### config.mk
export PLATFORM = sky130hd
export DESIGN_NAME = arp_cache_and_responder_top
export DESIGN_NICKNAME = d
export VERILOG_FILES = /design/src/hw/rtl/arpc_pkg.sv /design/src/hw/rtl/arpc_cell.sv /design/src/hw/rtl/arp_cache_and_responder_top.sv
export SDC_FILE = /design/constraint.sdc
export NUM_CORES = 2
export LEC_CHECK = 0
export ABC_AREA = 1
export BUFFER_PORTS_ARGS = -buffer_cell sky130_fd_sc_hd__buf_4
export CAP_MARGIN = 10
export CELL_PAD_IN_SITES_DETAIL_PLACEMENT = 0
export CELL_PAD_IN_SITES_GLOBAL_PLACEMENT = 1
export CORE_MARGIN = 2
export CORE_UTILIZATION = 30
export DETAILED_ROUTE_END_ITERATION = 10
export PLACE_DENSITY_LB_ADDON = 0.1
export SETUP_SLACK_MARGIN = 0.05
export SKIP_LAST_GASP = 1
export SLEW_MARGIN = 20
export SYNTH_ARGS = -nofsm -noshare
export SYNTH_HDL_FRONTEND = slang
export SYNTH_HIERARCHICAL = 1
export SYNTH_SLANG_ARGS = --single-unit
### constraint.sdc
create_clock -name clk -period 17.3 [get_ports clk]
set_input_delay 3.46 -clock clk [delete_from_list [all_inputs] [get_ports clk]]
set_output_delay 3.46 -clock clk [all_outputs]
set_load 0.1 [all_outputs]
### src/hw/rtl/arpc_pkg.sv
package arpc_pkg;

	typedef enum logic [1:0] {
		ST_IDLE,
		ST_SEARCH,
		ST_FINISH
	} arpc_state_t;

	// Search beat handed from one cache cell to the next.
	typedef struct packed {
		logic        vld;
		logic [31:0] ip;
		logic        hit;
		logic [47:0] mac;
	} arpc_tok_t;

	localparam logic [1:0] CMD_PACKET = 2'd0;
	localparam logic [1:0] CMD_LOOKUP = 2'd1;
	localparam logic [1:0] CMD_ADD    = 2'd2;

	localparam logic [1:0] STAT_OK       = 2'd0;
	localparam logic [1:0] STAT_MISS     = 2'd1;
	localparam logic [1:0] STAT_NOT_OURS = 2'd2;
	localparam logic [1:0] STAT_FULL     = 2'd3;

	localparam logic [15:0] ARP_OP_REQUEST = 16'h0001;

	localparam logic REG_OWN_IP  = 1'b0;
	localparam logic REG_OWN_MAC = 1'b1;

endpackage

### src/hw/rtl/arpc_cell.sv
module arpc_cell (
	input  logic              clk,
	input  logic              arst_n,
	input  logic              wr_en,
	input  logic [31:0]       wr_ip,
	input  logic [47:0]       wr_mac,
	input  arpc_pkg::arpc_tok_t tok_in,
	output arpc_pkg::arpc_tok_t tok_out
);
	import arpc_pkg::*;

	logic        valid_q;
	logic [31:0] ip_q;
	logic [47:0] mac_q;
	arpc_tok_t   tok_q;
	arpc_tok_t   tok_d;

	// An earlier cell's hit is kept, so the earliest match wins.
	always_comb begin
		tok_d = tok_in;
		if (!tok_in.hit && valid_q && (ip_q == tok_in.ip)) begin
			tok_d.hit = 1'b1;
			tok_d.mac = mac_q;
		end
	end

	always_ff @(posedge clk or negedge arst_n) begin
		if (!arst_n) begin
			valid_q <= 1'b0;
			tok_q   <= '0;
		end else begin
			tok_q <= tok_d;
			if (wr_en) begin
				valid_q <= 1'b1;
			end
		end
	end

	always_ff @(posedge clk) begin
		if (wr_en) begin
			ip_q  <= wr_ip;
			mac_q <= wr_mac;
		end
	end

	assign tok_out = tok_q;

endmodule

### src/hw/rtl/arp_cache_and_responder_top.sv
// Channel   Handshake                  Payload
// in        in_valid / in_stall        command, arp_operation, sender_ip, sender_mac,
//                                      target_ip, query_ip
// out       out_valid / out_stall      status, reply_needed, request_needed, dest_mac,
//                                      dest_ip, found_mac
// config    APB (psel, penable, ...)   own_ip at 0x0, own_mac at 0x8, 64-bit data
//
// A command that touches the cache is accepted, its search beat then walks the chain
// through one register per cell, and its result is then written to the output register.
// Other commands skip the search. One item is in flight at a time; in_stall is high
// from acceptance until the result has been loaded into the output register.
// Reset clears the configuration registers, the state, the output valid bit, the cell valid bits and the fill count.
// A stalled result holds the block in its final cycle until the output register frees.
module arp_cache_and_responder_top #(
	parameter int TABLE_ENTRIES = 16
) (
	input  logic        clk,
	input  logic        arst_n,
	input  logic        psel,
	input  logic        penable,
	input  logic        pwrite,
	input  logic [3:0]  paddr,
	input  logic [63:0] pwdata,
	output logic [63:0] prdata,
	output logic        pready,
	input  logic        in_valid,
	output logic        in_stall,
	input  logic [1:0]  command,
	input  logic [15:0] arp_operation,
	input  logic [31:0] sender_ip,
	input  logic [47:0] sender_mac,
	input  logic [31:0] target_ip,
	input  logic [31:0] query_ip,
	output logic        out_valid,
	input  logic        out_stall,
	output logic [1:0]  status,
	output logic        reply_needed,
	output logic        request_needed,
	output logic [47:0] dest_mac,
	output logic [31:0] dest_ip,
	output logic [47:0] found_mac
);
	import arpc_pkg::*;

	localparam int CNTW = $clog2(TABLE_ENTRIES + 1);

	logic [31:0] own_ip_q;
	logic [47:0] own_mac_q;

	arpc_state_t state_q, state_d;

	logic [1:0]  cmd_q;
	logic [15:0] op_q;
	logic [31:0] sip_q;
	logic [47:0] smac_q;
	logic [31:0] qip_q;
	logic        not_ours_q;
	logic        hit_q;
	logic [47:0] fmac_q;
	logic [CNTW-1:0] count_q;

	logic        accept;
	logic        not_ours;
	logic        needs_search;
	logic        launch;
	logic        commit;
	logic        do_insert;
	logic        write_entry;
	logic        full;

	logic [1:0]  res_status;
	logic        res_reply;
	logic        res_request;
	logic [47:0] res_dmac;
	logic [31:0] res_dip;
	logic [47:0] res_fmac;

	logic        out_valid_q;
	logic [1:0]  status_q;
	logic        reply_q;
	logic        request_q;
	logic [47:0] dmac_q;
	logic [31:0] dip_q;
	logic [47:0] found_q;

	arpc_tok_t chain [0:TABLE_ENTRIES];

	// Configuration port.
	assign pready = 1'b1;
	assign prdata = (paddr[3] == REG_OWN_MAC) ? {16'd0, own_mac_q} : {32'd0, own_ip_q};

	always_ff @(posedge clk or negedge arst_n) begin
		if (!arst_n) begin
			own_ip_q  <= '0;
			own_mac_q <= '0;
		end else if (psel && penable && pwrite && pready) begin
			if (paddr[3] == REG_OWN_MAC) begin
				own_mac_q <= pwdata[47:0];
			end else begin
				own_ip_q <= pwdata[31:0];
			end
		end
	end

	assign accept   = in_valid && !in_stall;
	assign not_ours = (target_ip != own_ip_q);
	assign needs_search = (command == CMD_LOOKUP) || (command == CMD_ADD) ||
		((command == CMD_PACKET) && !not_ours && (arp_operation != ARP_OP_REQUEST));

	// Next state.
	always_comb begin
		state_d = state_q;
		case (state_q)
			ST_IDLE: begin
				if (accept) begin
					state_d = needs_search ? ST_SEARCH : ST_FINISH;
				end
			end
			ST_SEARCH: begin
				if (chain[TABLE_ENTRIES].vld) begin
					state_d = ST_FINISH;
				end
			end
			ST_FINISH: begin
				if (!out_valid_q || !out_stall) begin
					state_d = ST_IDLE;
				end
			end
			default: state_d = ST_IDLE;
		endcase
	end

	// Control outputs.
	always_comb begin
		in_stall = 1'b1;
		commit   = 1'b0;
		case (state_q)
			ST_IDLE:   in_stall = 1'b0;
			ST_SEARCH: in_stall = 1'b1;
			ST_FINISH: commit = !out_valid_q || !out_stall;
			default:   in_stall = 1'b1;
		endcase
	end

	assign launch = accept && needs_search;

	assign chain[0] = '{
		vld: launch,
		ip:  ((command == CMD_LOOKUP) ? query_ip : sender_ip),
		hit: 1'b0,
		mac: 48'd0
	};

	assign full        = (count_q >= CNTW'(TABLE_ENTRIES));
	assign do_insert   = (cmd_q == CMD_ADD) ||
		((cmd_q == CMD_PACKET) && !not_ours_q && (op_q != ARP_OP_REQUEST));
	assign write_entry = commit && do_insert && !hit_q && !full;

	for (genvar i = 0; i < TABLE_ENTRIES; i++) begin : g_cell
		arpc_cell u_cell (
			.clk     (clk),
			.arst_n  (arst_n),
			.wr_en   (write_entry && (count_q == CNTW'(i))),
			.wr_ip   (sip_q),
			.wr_mac  (smac_q),
			.tok_in  (chain[i]),
			.tok_out (chain[i+1])
		);
	end

	// Result of the item held in the command registers.
	always_comb begin
		res_status  = STAT_OK;
		res_reply   = 1'b0;
		res_request = 1'b0;
		res_dmac    = '0;
		res_dip     = '0;
		res_fmac    = '0;
		case (cmd_q)
			CMD_PACKET: begin
				if (not_ours_q) begin
					res_status = STAT_NOT_OURS;
				end else if (op_q == ARP_OP_REQUEST) begin
					res_reply = 1'b1;
					res_dmac  = smac_q;
					res_dip   = sip_q;
				end else if (!hit_q && full) begin
					res_status = STAT_FULL;
				end
			end
			CMD_LOOKUP: begin
				if (hit_q) begin
					res_fmac = fmac_q;
				end else begin
					res_status  = STAT_MISS;
					res_request = 1'b1;
					res_dip     = qip_q;
				end
			end
			CMD_ADD: begin
				if (!hit_q && full) begin
					res_status = STAT_FULL;
				end
			end
			default: res_status = STAT_OK;
		endcase
	end

	always_ff @(posedge clk or negedge arst_n) begin
		if (!arst_n) begin
			state_q     <= ST_IDLE;
			count_q     <= '0;
			out_valid_q <= 1'b0;
		end else begin
			state_q <= state_d;
			if (write_entry) begin
				count_q <= count_q + CNTW'(1);
			end
			if (commit) begin
				out_valid_q <= 1'b1;
			end else if (!out_stall) begin
				out_valid_q <= 1'b0;
			end
		end
	end

	always_ff @(posedge clk) begin
		if (accept) begin
			cmd_q      <= command;
			op_q       <= arp_operation;
			sip_q      <= sender_ip;
			smac_q     <= sender_mac;
			qip_q      <= query_ip;
			not_ours_q <= not_ours;
		end
		if (state_q == ST_SEARCH && chain[TABLE_ENTRIES].vld) begin
			hit_q  <= chain[TABLE_ENTRIES].hit;
			fmac_q <= chain[TABLE_ENTRIES].mac;
		end
		if (commit) begin
			status_q  <= res_status;
			reply_q   <= res_reply;
			request_q <= res_request;
			dmac_q    <= res_dmac;
			dip_q     <= res_dip;
			found_q   <= res_fmac;
		end
	end

	assign out_valid      = out_valid_q;
	assign status         = status_q;
	assign reply_needed   = reply_q;
	assign request_needed = request_q;
	assign dest_mac       = dmac_q;
	assign dest_ip        = dip_q;
	assign found_mac      = found_q;

endmodule

==> results <==
- The horizontal die dimension is 613 um.
- The longest clock path from root to sink contains 4 buffers.
- The post-synthesis instance area is 111,000 sq um.
- The final layout contains 10,000 nets.
- The post-detailed-placement half-perimeter wirelength is 179 mm.
- Across all register-to-register paths, the minimum setup slack is 13.28 ns.
- From bottom edge to top edge, the die measures 613 um.
- The routed wire length on met2 is 112 mm.
- For the worst setup path, the data required time is 13.84 ns.
- The sum of negative setup slack is 0 ns.
- The detailed router placed 60,900 vias in this run.
- The later-pin clock latency in the skew report is 0.92 ns.
- The clock tree from TritonCTS is built.
- The post-cts sizing count is 0.
- The total clock sinks is 2,976.
- The congestion estimate from routability-driven global placement came to 0.764.
- The wire length of the first global-routing pass is 405 mm.
- The number of levels the H-tree was split into is 5.
- The run finished with clean final reports.
- After detailed routing, the number of remaining DRC violations is 0.
- The number of global-route vias before repair came to 64,800.
- From synthesis to final layout, the design area changed by 18.0%.
- During synthesis, Yosys emitted a total of 6 warnings.
- The worst setup path is launched from an input port.
- Once the floorplan was initialized, standard cells occupied 30.1% of the core.
- At the pin with the least slew margin, the transition time is 1.17 ns.
- Walking the worst path, the cells encountered are buf_4 > inv_1 > nand2_1 > nand2_1 > buf_4.
- The power density over cell area is 132 nW/um^2.
- The cell chosen for the clock root is clkbuf_16.
- After synthesis, the mean cell area works out to 12.1 sq um.
- Together, buffers and inverters on the worst path number 3.
- The maximum fanout along the worst path is 61.
- The pin count of the biggest net entering global routing is 173.
- The clock-pin slew on the worst setup and hold paths is 0.06 ns.
- After detailed routing, the wire length on met1 is 129 mm.
- Synthesis handed over a netlist of 9,166 instances.
- The logic depth of the worst path, buffers included is 5.
- Based on the critical path, the design can be clocked at up to 115 MHz.
- For this run the aggregate overflow at the end of global routing stands at 0.
- The share of the cycle needed by the critical path after routing is 50.3%.
- The slowest stage cell on the critical path is inv_1.
- The number of max-slew violations in the final report was 0.
- Using the TritonRoute via totals, the vias-per-cell ratio works out to 4.05.
- The final routed wire length divided by cell count is 17.3 um.
- The classification of the worst setup path is in2out.
- The routed design uses 12.1 mm of met3 wire.
- The highest ir drop seen on vdd is 0.0971 mV.
- Measured in cells, the most critical reg-to-reg path has a length of 7.
- Across the run, the number of max-cap violations was 0.
- The worst hold path passes through 0 cells.
- The family of cells with the greatest summed delay on the critical path is buffers and inverters.
- The minimum clock period is 8.70 ns.
- In this run the top signal layer used is met5.
- For this block, the initial DRC count from the detailed router was 3,278.
- The delay of the slowest cell on the worst path is 0.65 ns.
- STA classifies the critical path endpoint as an output port.
- The die covers 376,000 sq um.
- The number of clock buffers added by TritonCTS is 346.
- The number of antenna violations at the first check in global routing was 10.
- Setup violations remaining at the end of the flow were counted as 0.
- The endpoint arrival time on the critical path is 5.24 ns.
- The count of nets left with antenna violations after detail routing is 0.
- The total area inside the core boundary comes to 369,000 sq um.
- The overall track demand over capacity in global routing is 13.9%.
- Buffers placed on the I/O ports in this run total 399.
- Row generation in the floorplan step produced 223 rows.
- Setup repair after global routing left no endpoint under its margin.
- 436 I/O pins were placed.
- The number of buffers inserted by hold repair at cts is 0.
- The leakage power figure is 57.0 nW.
- The number of buffers inserted by post-CTS setup repair is 0.
- The tightest hold path in the finished design has a slack of 0.348 ns.
- The classification of the worst-slack hold path is reg2reg.
- The final count of hold timing violations is 0.
- The ratio of cells with drive above 1 in the final layout is 15.1%.
- The total iterations of the first detailed-routing run is 5.
- The total wirelength of the detailed-routed design is 260 mm.
- The clock arrives with 0.0806 ns of skew.
- In this run the tightest slew margin relative to its limit is 22.0%.
[per-stage QoR]
| stage | utilization [%] | std cells | setup WS, ns | area [sq um] | total power [mW] |
|---|---|---|---|---|---|
| floorplan | - | 9231 | 5.53 | 111000 | 9.60 |
| global placement | 32.4 | 14400 | 8.60 | 120000 | 10.3 |
| detailed placement | 32.4 | 14400 | 8.56 | 120000 | 10.4 |
| CTS | 35.4 | 15000 | 8.54 | 131000 | 17.6 |
| global route | 35.5 | 15000 | 8.40 | 131000 | 18.1 |
| finish | 35.5 | 15100 | 8.60 | 131000 | 17.3 |
[where the power goes]
| part | internal, mW | total [mW] | switching [mW] | leakage, nW |
|---|---|---|---|---|
| registers | 8.07 | 8.46 | 0.394 | 30.7 |
| logic | 0.364 | 1.75 | 1.38 | 20.8 |
| clock network | 4.24 | 7.12 | 2.88 | 5.46 |
[worst reg2reg max path: stages (launching register included)]
cell     delay [ns]
dfrtp_1        0.39
inv_1          0.10
nand2_2        0.09
a21oi_4        0.28
nor3b_4        0.41
nand3_1        0.52
nor2_4         0.98
buf_4          0.79
[final timing paths]
check,startpoint,end
worst max-delay path,paddr[3],prdata[10]
worst min-delay path,g_cell[10].u_cell/tok_out[61]$_DFF_PN0_,g_cell[11].u_cell/tok_out[61]$_DFF_PN0_
worst max register to register,state_q[0]$_DFFE_PN0P_,g_cell[14].u_cell/mac_q[33]$_DFFE_PP_
worst min register to register,g_cell[10].u_cell/tok_out[61]$_DFF_PN0_,g_cell[11].u_cell/tok_out[61]$_DFF_PN0_
max in group asynchronous,arst_n,g_cell[14].u_cell/tok_out[12]$_DFF_PN0_
min in group asynchronous,arst_n,g_cell[0].u_cell/tok_out[32]$_DFF_PN0_
[cell type report]
class,count,area (sq um)
fill,35900,238000
sequential,2976,82400
inverter,1085,4070
timing repair buffer,520,4180
clock buffer,516,10000
clock inverter,123,1090
multi-input combinational,4870,23200
tap,4950,6190
antenna,17,42.5
[registers in the layout, indices dropped and copies added (netlist names)]
register / cells
dest_mac: 48
op_q: 16
g_cell.u_cell/mac_q: 768
g_cell.u_cell/valid_q: 16
own_mac_q: 48
out_valid: 1
status: 2
sip_q: 32
hit_q: 1
state_q: 2
count_q: 5
found_mac: 48
reply_needed: 1
smac_q: 48
own_ip_q: 32
not_ours_q: 1
request_needed: 1
g_cell.u_cell/tok_out: 1280
dest_ip: 32
qip_q: 32
fmac_q: 48
g_cell.u_cell/ip_q: 512
cmd_q: 2
[routing by layer]
metal / up-vias / track usage, %
met1: 29000 / 20.0
met4: 10 / 3.58
met3: 421 / 2.94
met2: 937 / 21.3
met5: - / 0
li1: 30600 / -
[cells in the final DEF (no fill, tap or decap), types with 16 or more instances in the layout]
cell type  instances
bufinv_16         16
nand3_1          505
nor2_1           418
mux2_2            44
inv_2             49
o22ai_1           48
nor2_4            51
edfxtp_1        1592
nand2_1         3064
inv_1           1020
o21ai_0           93
buf_8             27
conb_1            67
clkinv_2          49
or2_2             16
xor2_1            34
clkbuf_1         109
clkbuf_8          50
buf_4            487
a22o_1            32
a21oi_1           18
xnor2_1          117
diode_2           17
clkbuf_16        357
dfrtp_1         1384
clkinv_1          51
nand3_2          331
(Power assumes the default switching activity.)
